File: config.mk
export PLATFORM = sky130hd
export DESIGN_NAME = overwrite_oldest_slot_pool_flat
export DESIGN_NICKNAME = d
export VERILOG_FILES = /design/src/design/oosp_pkg.sv /design/src/design/oosp_chan_if.sv /design/src/design/overwrite_oldest_slot_pool.sv /design/src/design/oosp_ctrl.sv /design/src/design/oosp_dp.sv /design/src/flat_wrapper.sv
export SDC_FILE = /design/constraint.sdc
export NUM_CORES = 1
export LEC_CHECK = 0
export ABC_AREA = 1
export CAP_MARGIN = 20
export CORE_MARGIN = 4
export CORE_UTILIZATION = 25
export DETAILED_ROUTE_END_ITERATION = 8
export DONT_BUFFER_PORTS = 1
export HOLD_SLACK_MARGIN = 0.02
export SYNTH_ARGS = -nofsm -noshare
export SYNTH_HDL_FRONTEND = slang
export SYNTH_HIERARCHICAL = 1
export SYNTH_SLANG_ARGS = --single-unit
File: constraint.sdc
create_clock -name clock -period 6 [get_ports clock]
set_input_delay 0.3 -clock clock [delete_from_list [all_inputs] [get_ports clock]]
set_output_delay 0.3 -clock clock [all_outputs]
set_load 0.02 [all_outputs]
File: src/design/oosp_pkg.sv
// Shared types and constants for the slot pool: slot conditions, request codes,
// controller command and status structs. No dependencies.
package oosp_pkg;

   localparam int ACTION_W = 3;
   localparam int INDEX_W  = 3;
   localparam int TAG_W    = 32;

   typedef enum logic [1:0] {
      COND_EMPTY     = 2'd0,
      COND_WRITING   = 2'd1,
      COND_READY     = 2'd2,
      COND_IN_FLIGHT = 2'd3
   } cond_type;

   localparam logic [ACTION_W-1:0] ACT_RESERVE    = 3'd0;
   localparam logic [ACTION_W-1:0] ACT_MARK_READY = 3'd1;
   localparam logic [ACTION_W-1:0] ACT_FREE       = 3'd2;
   localparam logic [ACTION_W-1:0] ACT_CLAIM      = 3'd3;
   localparam logic [ACTION_W-1:0] ACT_RESTORE    = 3'd4;

   typedef struct packed {
      logic capture;    // latch the request, rewind the scan pointer
      logic scan_step;  // read the slot at the scan pointer, advance it
      logic fetch;      // read the named slot
      logic finish;     // commit the slot update, load the result register
   } cmd_type;

   typedef struct packed {
      logic in_scan;    // incoming request needs a pass over the pool
      logic in_named;   // incoming request names a slot that exists
      logic scan_last;  // scan pointer sits on the last slot
      logic out_free;   // result register can take a new transaction
   } status_type;

   // a precedes b under wraparound sequence order
   function automatic logic tag_older(input logic [TAG_W-1:0] a,
                                      input logic [TAG_W-1:0] b);
      logic [TAG_W-1:0] diff;
      diff = a - b;
      return diff[TAG_W-1];
   endfunction

endpackage

File: src/design/oosp_chan_if.sv
// Valid/ready channel interfaces for the slot pool request and response.
// Depends on oosp_pkg for the field widths.

interface oosp_req_if;
   logic                          valid;
   logic                          ready;
   logic [oosp_pkg::ACTION_W-1:0] action;
   logic [oosp_pkg::INDEX_W-1:0]  slot_index;
   logic                          retry_later;

   modport source (output valid, action, slot_index, retry_later, input ready);
   modport sink   (input valid, action, slot_index, retry_later, output ready);
endinterface

interface oosp_rsp_if;
   logic                         valid;
   logic                         ready;
   logic                         granted;
   logic [oosp_pkg::INDEX_W-1:0] chosen_slot;
   logic [oosp_pkg::TAG_W-1:0]   slot_tag;
   logic                         abort_transport;

   modport source (output valid, granted, chosen_slot, slot_tag, abort_transport,
                   input ready);
   modport sink   (input valid, granted, chosen_slot, slot_tag, abort_transport,
                   output ready);
endinterface

File: src/design/overwrite_oldest_slot_pool.sv
// Top level of the slot pool: joins the controller and datapath to the channels.
// Depends on oosp_pkg, oosp_req_if, oosp_rsp_if, oosp_ctrl and oosp_dp.
//
//   channel  dir  handshake    payload
//   req_ch   in   valid/ready  action, slot_index, retry_later
//   rsp_ch   out  valid/ready  granted, chosen_slot, slot_tag, abort_transport
//
// Reserve and claim scan the pool: one registered store read per slot, then the
// tracker stage and the commit. Mark ready, free and restore of a slot that exists
// fetch the named slot, then commit; unknown actions go straight to the commit.
// Reset is synchronous; all slots read as empty with tag zero, counter at zero.
// A result that is not taken holds the commit cycle; a new request is still
// accepted while the previous response waits.
module overwrite_oldest_slot_pool #(
   parameter int SLOT_COUNT = 8
) (
   input logic        clock,
   input logic        reset,
   oosp_req_if.sink   req_ch,
   oosp_rsp_if.source rsp_ch
);
   import oosp_pkg::*;

   cmd_type    cmd;
   status_type status;
   logic       req_ready;

   assign req_ch.ready = req_ready;

   oosp_ctrl u_ctrl (
      .clock     (clock),
      .reset     (reset),
      .req_valid (req_ch.valid),
      .req_ready (req_ready),
      .status    (status),
      .cmd       (cmd)
   );

   oosp_dp #(
      .SLOT_COUNT (SLOT_COUNT)
   ) u_dp (
      .clock           (clock),
      .reset           (reset),
      .req_action      (req_ch.action),
      .req_slot_index  (req_ch.slot_index),
      .req_retry_later (req_ch.retry_later),
      .cmd             (cmd),
      .status          (status),
      .rsp             (rsp_ch)
   );

endmodule

File: src/design/oosp_ctrl.sv
// Sequencing state machine for the slot pool: accepts a request, steps the
// datapath through scan, fetch and commit. Depends on oosp_pkg.
module oosp_ctrl (
   input  logic                   clock,
   input  logic                   reset,
   input  logic                   req_valid,
   output logic                   req_ready,
   input  oosp_pkg::status_type   status,
   output oosp_pkg::cmd_type      cmd
);
   import oosp_pkg::*;

   typedef enum logic [2:0] {
      S_IDLE,
      S_SCAN,
      S_DRAIN,
      S_FETCH,
      S_FINISH
   } state_type;

   state_type state_ff;

   assign req_ready = (state_ff == S_IDLE);

   always_comb begin
      cmd           = '0;
      cmd.capture   = (state_ff == S_IDLE) && req_valid;
      cmd.scan_step = (state_ff == S_SCAN);
      cmd.fetch     = (state_ff == S_FETCH);
      cmd.finish    = (state_ff == S_FINISH) && status.out_free;
   end

   always_ff @(posedge clock) begin
      if (reset) begin
         state_ff <= S_IDLE;
      end else begin
         unique case (state_ff)
            S_IDLE: begin
               if (req_valid) begin
                  priority if (status.in_scan) state_ff <= S_SCAN;
                  else if (status.in_named)    state_ff <= S_FETCH;
                  else                         state_ff <= S_FINISH;
               end
            end
            S_SCAN: begin
               if (status.scan_last) state_ff <= S_DRAIN;
            end
            // last read still in flight through the tracker stage
            S_DRAIN: state_ff <= S_FINISH;
            S_FETCH: state_ff <= S_FINISH;
            S_FINISH: begin
               if (status.out_free) state_ff <= S_IDLE;
            end
            default: state_ff <= S_IDLE;
         endcase
      end
   end

endmodule

File: src/design/oosp_dp.sv
// Slot pool datapath: condition and tag stores, scan pipeline with oldest/empty
// trackers, sequence counter and the result register. Depends on oosp_pkg.
module oosp_dp #(
   parameter int SLOT_COUNT = 8
) (
   input  logic                            clock,
   input  logic                            reset,
   input  logic [oosp_pkg::ACTION_W-1:0]   req_action,
   input  logic [oosp_pkg::INDEX_W-1:0]    req_slot_index,
   input  logic                            req_retry_later,
   input  oosp_pkg::cmd_type               cmd,
   output oosp_pkg::status_type            status,
   oosp_rsp_if.source                      rsp
);
   import oosp_pkg::*;

   localparam int IDX_W = (SLOT_COUNT > 1) ? $clog2(SLOT_COUNT) : 1;
   localparam logic [IDX_W-1:0] LAST_IDX = IDX_W'(SLOT_COUNT - 1);

   // captured request
   logic [ACTION_W-1:0] action_ff;
   logic [INDEX_W-1:0]  index_ff;
   logic                retry_ff;

   // slot stores; per-entry valid bits stand in for the reset value
   cond_type           cond_mem [SLOT_COUNT];
   logic [TAG_W-1:0]   seq_mem  [SLOT_COUNT];
   logic [SLOT_COUNT-1:0] cvld_ff;
   logic [SLOT_COUNT-1:0] svld_ff;
   logic [TAG_W-1:0]   next_tag_ff;

   // read stage
   logic [IDX_W-1:0]   ptr_ff;
   logic               rd_live_ff;
   logic [IDX_W-1:0]   rd_idx_ff;
   cond_type           rd_cond_ff;
   logic [TAG_W-1:0]   rd_seq_ff;
   logic               rd_cvld_ff;
   logic               rd_svld_ff;
   logic [IDX_W-1:0]   rd_addr;
   cond_type           rd_cond;
   logic [TAG_W-1:0]   rd_tag;

   // trackers
   logic               empty_found_ff;
   logic [IDX_W-1:0]   empty_idx_ff;
   logic               ready_found_ff;
   logic [IDX_W-1:0]   best_idx_ff;
   logic [TAG_W-1:0]   best_tag_ff;

   // commit decision
   logic               named_ok;
   logic [IDX_W-1:0]   named_idx;
   logic               fin_gnt;
   logic [IDX_W-1:0]   fin_idx;
   logic [TAG_W-1:0]   fin_tag;
   logic               fin_abort;
   logic               wr_en;
   cond_type           wr_cond;
   logic               seq_wr;

   // result register
   logic               rsp_valid_ff;
   logic               gnt_ff;
   logic [INDEX_W-1:0] chosen_ff;
   logic [TAG_W-1:0]   tag_out_ff;
   logic               abort_ff;

   assign named_ok  = int'(index_ff) < SLOT_COUNT;
   assign named_idx = IDX_W'(index_ff);
   assign rd_addr   = cmd.fetch ? named_idx : ptr_ff;
   assign rd_cond   = rd_cvld_ff ? rd_cond_ff : COND_EMPTY;
   assign rd_tag    = rd_svld_ff ? rd_seq_ff : '0;

   always_comb begin
      status           = '0;
      status.in_scan   = (req_action == ACT_RESERVE) || (req_action == ACT_CLAIM);
      status.in_named  = ((req_action == ACT_MARK_READY) || (req_action == ACT_FREE) ||
                          (req_action == ACT_RESTORE)) &&
                         (int'(req_slot_index) < SLOT_COUNT);
      status.scan_last = (ptr_ff == LAST_IDX);
      status.out_free  = !rsp_valid_ff || rsp.ready;
   end

   always_ff @(posedge clock) begin
      if (cmd.capture) begin
         action_ff <= req_action;
         index_ff  <= req_slot_index;
         retry_ff  <= req_retry_later;
      end
   end

   // scan pointer and read-stage control
   always_ff @(posedge clock) begin
      if (reset) begin
         ptr_ff     <= '0;
         rd_live_ff <= 1'b0;
         rd_cvld_ff <= 1'b0;
         rd_svld_ff <= 1'b0;
      end else begin
         rd_live_ff <= cmd.scan_step;
         if (cmd.capture) begin
            ptr_ff <= '0;
         end else if (cmd.scan_step) begin
            ptr_ff <= ptr_ff + 1'b1;
         end
         if (cmd.scan_step || cmd.fetch) begin
            rd_cvld_ff <= cvld_ff[rd_addr];
            rd_svld_ff <= svld_ff[rd_addr];
         end
      end
   end

   // registered store reads
   always_ff @(posedge clock) begin
      if (cmd.scan_step || cmd.fetch) begin
         rd_idx_ff  <= rd_addr;
         rd_cond_ff <= cond_mem[rd_addr];
         rd_seq_ff  <= seq_mem[rd_addr];
      end
   end

   // store writes
   always_ff @(posedge clock) begin
      if (wr_en) begin
         cond_mem[fin_idx] <= wr_cond;
         if (seq_wr) seq_mem[fin_idx] <= next_tag_ff;
      end
   end

   always_ff @(posedge clock) begin
      if (reset) begin
         cvld_ff     <= '0;
         svld_ff     <= '0;
         next_tag_ff <= '0;
      end else if (wr_en) begin
         cvld_ff[fin_idx] <= 1'b1;
         if (seq_wr) begin
            svld_ff[fin_idx] <= 1'b1;
            next_tag_ff      <= next_tag_ff + 1'b1;
         end
      end
   end

   // first empty and oldest ready; ascending scan so ties keep the lower slot
   always_ff @(posedge clock) begin
      if (reset || cmd.capture) begin
         empty_found_ff <= 1'b0;
         ready_found_ff <= 1'b0;
      end else if (rd_live_ff) begin
         if ((rd_cond == COND_EMPTY) && !empty_found_ff) begin
            empty_found_ff <= 1'b1;
            empty_idx_ff   <= rd_idx_ff;
         end
         if ((rd_cond == COND_READY) &&
             (!ready_found_ff || tag_older(rd_tag, best_tag_ff))) begin
            ready_found_ff <= 1'b1;
            best_idx_ff    <= rd_idx_ff;
            best_tag_ff    <= rd_tag;
         end
      end
   end

   always_comb begin
      fin_gnt   = 1'b0;
      fin_idx   = '0;
      fin_tag   = '0;
      fin_abort = 1'b0;
      wr_en     = 1'b0;
      wr_cond   = COND_EMPTY;
      seq_wr    = 1'b0;
      unique case (action_ff)
         ACT_RESERVE: begin
            if (empty_found_ff || ready_found_ff) begin
               fin_gnt = 1'b1;
               fin_idx = empty_found_ff ? empty_idx_ff : best_idx_ff;
               fin_tag = next_tag_ff;
               wr_en   = cmd.finish;
               wr_cond = COND_WRITING;
               seq_wr  = 1'b1;
            end
         end
         ACT_CLAIM: begin
            if (ready_found_ff) begin
               fin_gnt = 1'b1;
               fin_idx = best_idx_ff;
               fin_tag = best_tag_ff;
               wr_en   = cmd.finish;
               wr_cond = COND_IN_FLIGHT;
            end
         end
         ACT_MARK_READY, ACT_FREE, ACT_RESTORE: begin
            if (named_ok) begin
               fin_gnt   = 1'b1;
               fin_idx   = named_idx;
               fin_tag   = rd_tag;
               wr_en     = cmd.finish;
               wr_cond   = (action_ff == ACT_FREE) ? COND_EMPTY : COND_READY;
               fin_abort = (action_ff == ACT_RESTORE) && !retry_ff;
            end
         end
         default: begin
         end
      endcase
   end

   always_ff @(posedge clock) begin
      if (reset) begin
         rsp_valid_ff <= 1'b0;
      end else if (cmd.finish) begin
         rsp_valid_ff <= 1'b1;
      end else if (rsp.ready) begin
         rsp_valid_ff <= 1'b0;
      end
   end

   always_ff @(posedge clock) begin
      if (cmd.finish) begin
         gnt_ff     <= fin_gnt;
         chosen_ff  <= INDEX_W'(fin_idx);
         tag_out_ff <= fin_tag;
         abort_ff   <= fin_abort;
      end
   end

   assign rsp.valid           = rsp_valid_ff;
   assign rsp.granted         = gnt_ff;
   assign rsp.chosen_slot     = chosen_ff;
   assign rsp.slot_tag        = tag_out_ff;
   assign rsp.abort_transport = abort_ff;

   a_finish_needs_room: assert property (@(posedge clock) disable iff (reset)
      cmd.finish |-> (!rsp_valid_ff || rsp.ready))
      else $error("commit while result register still held");

   a_refused_is_quiet: assert property (@(posedge clock) disable iff (reset)
      (rsp_valid_ff && !gnt_ff) |-> (!abort_ff && (tag_out_ff == '0)))
      else $error("refused transaction carries a tag or abort");

   a_tag_advances: assert property (@(posedge clock) disable iff (reset)
      (wr_en && seq_wr) |=> (next_tag_ff == $past(next_tag_ff) + 1'b1))
      else $error("sequence counter did not advance on reserve");

   a_no_scan_at_commit: assert property (@(posedge clock) disable iff (reset)
      cmd.finish |-> (!rd_live_ff && !cmd.scan_step))
      else $error("commit while scan still in progress");

endmodule

File: src/flat_wrapper.sv
// flat-port wrapper written by rule: the top's interface ports become plain ports
module overwrite_oldest_slot_pool_flat import oosp_pkg::*;
#(
   parameter int SLOT_COUNT = 8
)
  (clock, reset, req_ch_valid, req_ch_action, req_ch_slot_index, req_ch_retry_later, req_ch_ready, rsp_ch_valid, rsp_ch_granted, rsp_ch_chosen_slot, rsp_ch_slot_tag, rsp_ch_abort_transport, rsp_ch_ready);
  oosp_req_if req_ch_i ();
  oosp_rsp_if rsp_ch_i ();
  input logic clock;
  input logic reset;
  input wire logic [$bits(req_ch_i.valid)-1:0] req_ch_valid;
  input wire logic [$bits(req_ch_i.action)-1:0] req_ch_action;
  input wire logic [$bits(req_ch_i.slot_index)-1:0] req_ch_slot_index;
  input wire logic [$bits(req_ch_i.retry_later)-1:0] req_ch_retry_later;
  output wire logic [$bits(req_ch_i.ready)-1:0] req_ch_ready;
  output wire logic [$bits(rsp_ch_i.valid)-1:0] rsp_ch_valid;
  output wire logic [$bits(rsp_ch_i.granted)-1:0] rsp_ch_granted;
  output wire logic [$bits(rsp_ch_i.chosen_slot)-1:0] rsp_ch_chosen_slot;
  output wire logic [$bits(rsp_ch_i.slot_tag)-1:0] rsp_ch_slot_tag;
  output wire logic [$bits(rsp_ch_i.abort_transport)-1:0] rsp_ch_abort_transport;
  input wire logic [$bits(rsp_ch_i.ready)-1:0] rsp_ch_ready;
  assign req_ch_i.valid = req_ch_valid;
  assign req_ch_i.action = req_ch_action;
  assign req_ch_i.slot_index = req_ch_slot_index;
  assign req_ch_i.retry_later = req_ch_retry_later;
  assign req_ch_ready = req_ch_i.ready;
  assign rsp_ch_valid = rsp_ch_i.valid;
  assign rsp_ch_granted = rsp_ch_i.granted;
  assign rsp_ch_chosen_slot = rsp_ch_i.chosen_slot;
  assign rsp_ch_slot_tag = rsp_ch_i.slot_tag;
  assign rsp_ch_abort_transport = rsp_ch_i.abort_transport;
  assign rsp_ch_i.ready = rsp_ch_ready;
  overwrite_oldest_slot_pool #(.SLOT_COUNT(SLOT_COUNT)) u_core (.clock(clock), .reset(reset), .req_ch(req_ch_i), .rsp_ch(rsp_ch_i));
endmodule
# After elaboration in Yosys (flattened, before gate mapping)
# Memory sizes are Yosys's and may differ from the RTL's. A register that Yosys moved wholly into a read port is not among the register bits.
# Index checks and enable logic that the tools add are counted.
[totals]
mem_bits_rw = 272
inputBits = 11
mem_count = 2
reg_bits = 145
[op_classes]
eq_ne = 17
bitwise_logic = 3
n_mux = 40
addsub = 3
magnitude_cmp = 3
n_reduce_logical = 32
[mem_list]
columns = ["memory", "depth", "word_bits", "read_ports", "rd_ports_with_merged_regs", "write_ports", "line_no", "text"]
rows = [
  ["u_core.u_dp.seq_mem", 8, 32, 1, 1, 1, "oosp_dp.sv:27", "logic [TAG_W-1:0] seq_mem [SLOT_COUNT];"],
  ["u_core.u_dp.cond_mem", 8, 2, 1, 1, 1, "oosp_dp.sv:26", "cond_type cond_mem [SLOT_COUNT];"],
]
[ops]
columns = ["cell", "n"]
rows = [
  ["32-bit two-way mux", 3],
  ["32-bit one-hot mux with 3 select lines", 1],
  ["32-bit by 1-bit adder with 32-bit output, second input constant", 1],
  ["32-bit subtractor", 1],
  ["3-bit two-way mux", 9],
  ["3-bit by 2-bit == test with 1-bit output, second input constant", 6],
  ["1-bit two-way mux", 16],
  ["8-bit bitwise OR", 2],
  ["3-bit == test, second input constant", 4],
  ["3-bit one-hot mux with 4 select lines", 1],
  ["3-bit by 1-bit == test with 1-bit output, second input constant", 3],
  ["3-bit zero test", 3],
  ["3-bit one-hot mux with 3 select lines", 1],
  ["3-bit AND reduction", 3],
  ["1-bit logical OR", 8],
  ["3-bit by 4-bit less-than comparator with 1-bit output, second input constant", 2],
  ["1-bit binary-select mux with 3-bit select", 2],
  ["1-bit logical AND", 6],
  ["2-bit two-way mux", 3],
  ["1-bit one-hot mux with 3 select lines", 2],
  ["2-bit one-hot mux with 3 select lines", 1],
  ["2-bit AND reduction", 3],
  ["1-bit zero test", 4],
  ["2-bit != test, second input constant", 2],
  ["10 further kinds", 11],
]

# Depth between registers and ports, before layout
# Gate-level depths: netlist (run 1).
[depth]
ltp_word = 8
mapped_depth = 18
mapped_depth_nobuf = 17

# By module
# The synthesis (run 1) kept the hierarchy.
[modules_own_cells]
columns = ["mod", "area_each_um2", "cells_per_inst", "instances"]
rows = [
  ["oosp_dp", 18740.5, 1661, 1],
  ["oosp_ctrl", 249.0, 40, 1],
]

# Worst setup path before layout (run 1)
# Ideal clock, no wire load.
[synth_path]
path_kind = "register to register"
start = "register u_core.u_dp.rsp_valid_ff, in the netlist u_core/u_dp/rsp.valid"
end = "memory u_core.u_dp.seq_mem[1][0], enable pin"
arrival_time_ns = 6.115
setup_slack_ns = -0.501
stages_incl_launch_ff = 10
setup_time_ns = 0.387
synth_period_minus_slack_ns = 6.501
path_cell_list = "dfxtp_1 > nand2_1 > inv_1 > nor4_1 > nand2_2 > inv_1 > buf_4 > buf_2 > nand2_1 > inv_1"
[synth_rtl]
columns = ["element", "line_no", "text"]
rows = [
  ["start: declaration", "oosp_dp.sv:63", "logic rsp_valid_ff;"],
  ["start signal: assignment", "oosp_dp.sv:209", "rsp_valid_ff <= 1'b0;"],
  ["start signal: assignment", "oosp_dp.sv:211", "rsp_valid_ff <= 1'b1;"],
  ["start signal: assignment", "oosp_dp.sv:213", "rsp_valid_ff <= 1'b0;"],
  ["end: declaration", "oosp_dp.sv:27", ""],
]

# Worst setup path in the final report (run 1)
[layout_path]
start = "register u_core.u_dp.action_ff[0]"
end = "memory u_core.u_dp.seq_mem[5][15], enable pin"
[layout_via]
elab_chain_cells = 5
elab_cells_between_ends = 12
classes_between = "eq/ne: 4; mux: 6; reduce/logical: 2"
[layout_rtl]
columns = ["element", "line_no", "text"]
rows = [
  ["start: declaration", "oosp_dp.sv:21", "logic [ACTION_W-1:0] action_ff;"],
  ["start signal: assignment", "oosp_dp.sv:87", "action_ff <= req_action;"],
  ["3-bit by 2-bit == test with 1-bit output, or another cell as far along", "oosp_dp.sv:172", "unique case (action_ff)"],
  ["3-bit OR reduction or 1-bit two-way mux (tied branches)", "oosp_dp.sv:172", ""],
  ["1-bit one-hot mux with 3 select lines or 1-bit two-way mux (tied branches)", "oosp_dp.sv:172, oosp_dp.sv:127", ""],
  ["1-bit two-way mux", "oosp_dp.sv:125", "if (wr_en) begin"],
  ["1-bit two-way mux (implied by the code)", "oosp_dp.sv:127", "if (seq_wr) seq_mem[fin_idx] <= next_tag_ff;"],
]
# Parallel ways exist; a longest one is shown, timed or not.

==> results of run 1 <==
layer usage:
metal | wire (um) | part of all wire | global-route usage
met2 | 21600 | 0.47 | 0.179
met1 | 20200 | 0.44 | 0.149
met5 | 17 | 0.00037 | 0
met4 | 1450 | 0.031 | 0.0449
met3 | 2880 | 0.062 | 0.0181
timing repair:
item,4_1_cts,5_1_grt
gates resized for setup,0,0
hold buffers,10,0
endpoints found under the hold margin,48,0
worst min path at each step:
stage / start / end / slack (ps) / cells after the start
floorplan: req_ch_action[0] / u_core/u_dp/action_ff[0] / 400 / 0
global placement: reset / u_core/u_dp/rsp.valid / 380 / 1
detailed placement: reset / u_core/u_dp/rsp.valid / 370 / 1
CTS: req_ch_valid / u_core/u_ctrl/state_ff[2] / 50 / 4
global route: req_ch_valid / u_core/u_ctrl/state_ff[2] / 130 / 4
finish: req_ch_valid / u_core/u_ctrl/state_ff[2] / 80 / 4
cell type report:
cell class	instances	area [sq um]
clock buffers	62	1320
clock inverters	27	219
fillers	7608	53200
inverters	166	628
multi-input cells	1007	5080
flip-flops and latches	451	12900
well taps	969	1210
repair buffers	26	238
cells in the mapped netlist, types with 5 or more instances:
library cell  number  share of area
nand3_1           32         0.0084
nor2_4             5         0.0030
clkbuf_1          38         0.0075
a21oi_1           42          0.011
nor2_1           324          0.064
a31oi_1           36          0.012
edfxtp_1         391           0.62
nand2_1          173          0.034
ha_1              26          0.017
buf_2             29         0.0076
a22oi_1           32          0.013
nand4_1           10         0.0033
nor3_1            22         0.0058
nor2_2             5         0.0016
nand2_2           14         0.0046
inv_2             23         0.0045
o22ai_1           40          0.013
o21ai_0          194          0.051
nand3_2            6         0.0032
inv_1            143          0.028
xor2_1             6         0.0028
dfxtp_1           60          0.063
xnor2_1            6         0.0028
registers in the layout, indices dropped and copies added (netlist names), 8 cells and up:
register and count:
u_core/u_dp/best_tag_ff 32, u_core/u_dp/rd_seq_ff 32, u_core/u_dp/cvld_ff 8, u_core/u_dp/svld_ff 8
u_core/u_dp/seq_mem 256, u_core/u_dp/next_tag_ff 32, u_core/u_dp/rsp.slot_tag 32, u_core/u_dp/cond_mem 16
metrics by stage:
stage,instances,cell area (sq um),power (mW),setup slack (ps)
6_report,2708,21600,8.16,2240
5_1_grt,2708,21600,8.55,1920
4_1_cts,2707,21600,8.24,2210
3_5_place_dp,2608,20000,5.35,2240
3_3_place_gp,2608,20000,5.31,2360
2_1_floorplan,1701,19000,4.91,1280
kinds of logic after synthesis:
logic type,after synthesis,share of synthesized area
xor gates and xnor gates,12,0.00553
DFF,451,0.682
adders and majority gates,26,0.0171
AOI/OAI and AO/OA,364,0.108
and+or+nand+nor,605,0.135
buffers and inverters,243,0.0523
power breakdown:
group	switching [mW]	internal, mW
Clock	1.19	1.68
Sequential	0.232	3.68
Combinational	1.00	0.376
worst max-delay path, delay by kind of cell, from the launching register on:
family | cells | cell delay, ps
flip-flops | 1 | 440
AND/OR/NAND/NOR | 5 | 1190
buffers and inverters | 3 | 1720
==> results by group, run 1 <==
Place
  – Dpl hpwl: 27400 um
  – IO buf count: 0
  – GPL Wtd Cong: 0.835

Setup path
  – Top cell by count, worst path: nand2_2
  – Reg-to-reg critical path startpoint: u_core/u_dp/action_ff[0]
  – CP max stage delay: 750 ps
  – Crit-path slowest cell: inv_2
  – Setup crit end: u_core/u_dp/seq_mem[5][15]
  – Worst r2r dst: u_core/u_dp/seq_mem[5][15]
  – Reg2reg path depth: 8
  – Worst path required time: 6190 ps
  – CP Launch Type: flip-flop
  – Worst setup path start: u_core/u_dp/action_ff[0]
  – CP Class: flip-flop to flip-flop
  – WP data arrival: 3950 ps
  – Worst setup EP type: flip-flop
  – R2R Setup Slk: 2240 ps
  – CP Cell Sequence: nor2_2 > nand2_2 > nor2_4 > buf_4 > nand2_2 > inv_1 > nand2_1 > inv_2
  – Crit-path max FO: 32

Logic synthesis
  – Avg Inst Size Synth: 11.2 sq um
  – Ys flop type: edfxtp_1
  – Cells after synthesis: 1701
  – Post-synthesis cell type count: 43
  – Post-synth EDFFs: 391
  – Ys async rst share: 0
  – Sequential area share after synthesis: 0.682
  – Post-synthesis register bit count: 451
  – Post-Syn Nets: 1738
  – Area of the mapped netlist: 19000 sq um
  – Synth Warn #: 6

Drt
  – Vias after detailed routing: 12628
  – Detailed Route Iter0 Violations: 1153
  – Vias per Instance: 4.66
  – Drt first pass iters: 5
  – Post-route DRC: 0
  – Routed len/inst: 17.1 um
  – Drt total wl: 46200 um
  – Post-route ant nets: 0

Final layout
  – Commonest non-fill, non-tap cell in the layout: edfxtp_1
  – Final core utilization: 0.289
  – Total Nets Final: 1737
  – Most frequent cells in the layout: edfxtp_1 (391), nor2_1 (324), o21ai_0 (194), nand2_1 (172), inv_1 (142)
  – Area Overhead vs Synth: 14.0%
  – Share of post-route cells with drive strength above 1: 0.0891
  – ANT cells: 0

Global route
  – Largest net degree at the start of global routing: 78
  – Overflow after GRT: 0
  – Global-route wire length before repair: 71000 um
  – Vias in the first global route: 12234
  – Total GRT Usage: 0.111
  – Initial antenna violation count: 1

STA
  – Slew HR: 0.306
  – Unrepaired setup endpoints after global routing: false
  – Final period utilization: 0.626
  – Smallest hold slack: 79.1 ps
  – Final min period: 3760 ps
  – Setup TNS: 0 ps
  – Setup violations, final: 0
  – Slew Viols, Final: 0
  – Hold Vio Cnt, Final: 0
  – FMAX: 266 MHz
  – Worst-Margin Slew: 1040 ps
  – Layout Skew: 16.6 ps

Clocking
  – Post-CTS Setup Bufs: 0
  – Clock Path Buffers: 3
  – TritonCTS Buffers: 48
  – CTS tree: built
  – Clock Sinks: 451
  – Clk_lat worst skew: 580 ps
  – H-tree depth: 2
  – Clk pin slew, worst setup/hold paths: 60 ps
  – Clk root buf: clkbuf_16

Floorplan
  – Die W: 284 um
  – Initial Util: 0.254
  – FP Rows: 100
  – Core area: 74800 sq um
  – Die H: 284 um
  – IO Count: 50
  – Die area: 80400 sq um

Pwr
  – Leakage: 7.86 nW
  – Pwr dens: 377 nW/um^2
  – Max VDD drop: 0.203 mV

Status
  – Outcome: finished clean

Hold path
  – Hold WC Path Type: input pin to flip-flop

Run
  – Maxcap violations: 0
(Power assumes the default switching activity.)
==> run 2: changes to the inputs <==
Settings changed: ABC_AREA 1 to 0.
Clock period 6 ns to 3.1 ns, I/O delays scaled along.
==> results by group, run 2 <==
Floorplan
  – Die area: 78900 sq um
  – IO Count: 50
  – Core area: 73300 sq um
  – Initial Util: 0.254
  – Die W: 281 um
  – FP Rows: 99
  – Die H: 281 um

Run
  – Maxcap violations: 0

Logic synthesis
  – Post-Syn Nets: 1615
  – Commonest cells post-synth: nand2_1 (402), edfxtp_1 (391), nand3_1 (186)
  – Post-synthesis cell type count: 62
  – Largest family of logic cells by synthesized area: simple AND/OR/NAND/NOR gates
  – Compound-Gate Fraction of Synth Area: 0.0517
  – Post-synthesis mux area share: 0.00511
  – Ys async rst share: 0
  – Most frequent cell after synthesis: nand2_1
  – Simple-Gate Fraction of Synth Area: 0.190
  – Ys flop type: edfxtp_1
  – Post-synth EDFFs: 391
  – Synth Area in XOR/XNOR: 0.0127
  – Area of the mapped netlist: 18600 sq um
  – Cell accounting for the most synthesized area: edfxtp_1
  – Synth area leaders: edfxtp_1 (63%), nand2_1 (8.1%), dfxtp_1 (6.5%)
  – Synth Warn #: 6
  – Cells after synthesis: 1578
  – Adder-Cell Fraction of Synth Area: 0.0180
  – Post-synthesis register bit count: 451
  – Share of the synthesized area in the top cell type: 0.631
  – Sequential area share after synthesis: 0.695
  – Avg Inst Size Synth: 11.8 sq um

Final layout
  – Share of post-route cells with drive strength above 1: 0.0923
  – Area Overhead vs Synth: 17.6%
  – Commonest non-fill, non-tap cell in the layout: nand2_1
  – Most frequent cells in the layout: nand2_1 (400), edfxtp_1 (391), nand3_1 (185), nor2_1 (72), dfxtp_1 (58)
  – Fill cell count: 7384
  – ANT cells: 0
  – Register area: 12900 sq um
  – Max reg flops: 256
  – Total Nets Final: 1646
  – Largest register by flop count: u_core/u_dp/seq_mem
  – Multi-input combinational cell area: 5300 sq um

Place
  – IO buf count: 0
  – Post-place setup slack: 210 ps
  – GPL Wtd Cong: 0.794
  – Dpl hpwl: 29100 um

Clocking
  – TritonCTS Buffers: 46
  – Clk_lat worst skew: 570 ps
  – Clk pin slew, worst setup/hold paths: 60 ps
  – Clock Path Buffers: 3
  – Clk root buf: clkbuf_16
  – H-tree depth: 2
  – CTS tree: built
  – Clock Sinks: 451

Setup path
  – Reg2reg path depth: 11
  – Reg-to-reg critical path startpoint: u_core/u_dp/rd_svld_ff
  – Worst path required time: 3410 ps
  – Crit-path max FO: 15
  – CP Launch Type: flip-flop
  – CP Class: flip-flop to flip-flop
  – Worst setup EP type: flip-flop
  – R2R Setup Slk: 200 ps
  – Worst r2r dst: u_core/u_dp/best_tag_ff[29]
  – WP data arrival: 3220 ps

STA
  – Final min period: 2900 ps
  – Setup violations, final: 0
  – Hold Vio Cnt, Final: 0
  – Unrepaired setup endpoints after global routing: false
  – Slew HR: 0.392
  – Final worst setup slack: 196 ps
  – Worst-Margin Slew: 902 ps
  – Layout Skew: 11.7 ps
  – Final period utilization: 0.937
  – Slew Viols, Final: 0
  – FMAX: 344 MHz
  – Setup TNS: 0 ps

Status
  – Outcome: finished clean

Drt
  – Drt total wl: 47000 um
  – Drt first pass iters: 5
  – Vias per Instance: 4.63
  – Vias after detailed routing: 12058
  – Post-route DRC: 0
  – Detailed Route Iter0 Violations: 1064
  – Routed len/inst: 18.0 um
  – Post-route ant nets: 0

Hold path
  – Hold WC Path Type: input pin to flip-flop
  – Hold EP: u_core/u_dp/empty_found_ff
  – HP Start: req_ch_valid
  – Hold path depth: 3

Pwr
  – Pwr dens: 728 nW/um^2
  – Max VDD drop: 0.390 mV
  – Design Power: 15.9 mW
  – Leakage: 7.89 nW

Global route
  – Initial antenna violation count: 1
  – Largest net degree at the start of global routing: 82
  – Global-route wire length before repair: 72100 um
  – Overflow after GRT: 0
  – Vias in the first global route: 11694
  – Total GRT Usage: 0.118
run 2: layout make-up:
type	instances	share of cell area
Tap cell	959	0.0548
Timing Repair Buffer	65	0.0342
Sequential cell	451	0.591
Multi-Input combinational cell	996	0.242
Clock buffer	62	0.0591
Inverter	49	0.00851
Clock inverter	23	0.0105
run 2: how the worst max path moves through the flow:
stage / start / endpoint / cells past startpoint
3_3_place_gp: u_core/u_dp/rd_svld_ff / u_core/u_dp/best_tag_ff[25] / 11
4_1_cts: u_core/u_dp/rd_svld_ff / u_core/u_dp/best_tag_ff[28] / 10
3_5_place_dp: u_core/u_dp/rd_svld_ff / u_core/u_dp/best_idx_ff[0] / 10
2_1_floorplan: u_core/u_dp/rsp.valid / u_core/u_dp/seq_mem[1][0] / 7
5_1_grt: u_core/u_dp/rd_svld_ff / u_core/u_dp/best_tag_ff[28] / 11
6_report: u_core/u_dp/rd_svld_ff / u_core/u_dp/best_tag_ff[29] / 11
run 2: cells by family after synthesis:
logic type / after synthesis
flip-flops: 451
XOR/XNOR: 27
buffers and inverters: 131
AO/OA/AOI/OAI: 149
AND/OR/NAND/NOR: 784
multiplexers: 9
adder cells (fa/ha/maj): 27
run 2: repair_timing:
action | 4_1_cts | 5_1_grt
buffers inserted | 0 | 0
hold buffers | 12 | 0
gates resized for setup | 0 | 0
hold endpoints to repair | 67 | 0
run 2: worst max-delay path: stages (launching register included):
cell and delay [ps]:
dfxtp_1 310, buf_4 170, buf_4 190, and2_1 180, ha_1 300, o211ai_1 80, o2111ai_1 220, nand3_1 110
and4b_1 260, o41a_1 370, and3_2 240, buf_4 200
run 2: per-stage QoR:
stage	std cells	utilization	hold WS, ps	area (sq um)
after floorplan	1578	-	214	18700
after global placement	2508	0.276	229	20200
after detailed placement	2508	0.276	231	20200
after CTS	2605	0.299	27.9	21900
after global routing	2605	0.299	44.5	21900
final	2605	0.299	55.1	21900
run 2: layer usage:
layer	part of all wire	vias to the layer above	wire length, um	global-route usage
met5	0.00036	-	17	0
met4	0.024	2	1110	0.0320
met3	0.066	81	3090	0.0252
met2	0.47	344	22100	0.194
met1	0.44	5951	20700	0.159
li1	-	5680	-	-
run 2: power by group:
group / leakage, nW / switching, mW / internal [mW] / total [mW]
combinational: 2.79 / 1.80 / 0.889 / 2.69
sequential: 4.36 / 0.450 / 7.21 / 7.66
clock: 0.739 / 2.26 / 3.34 / 5.59
total: 7.89 / 4.51 / 11.4 / 15.9
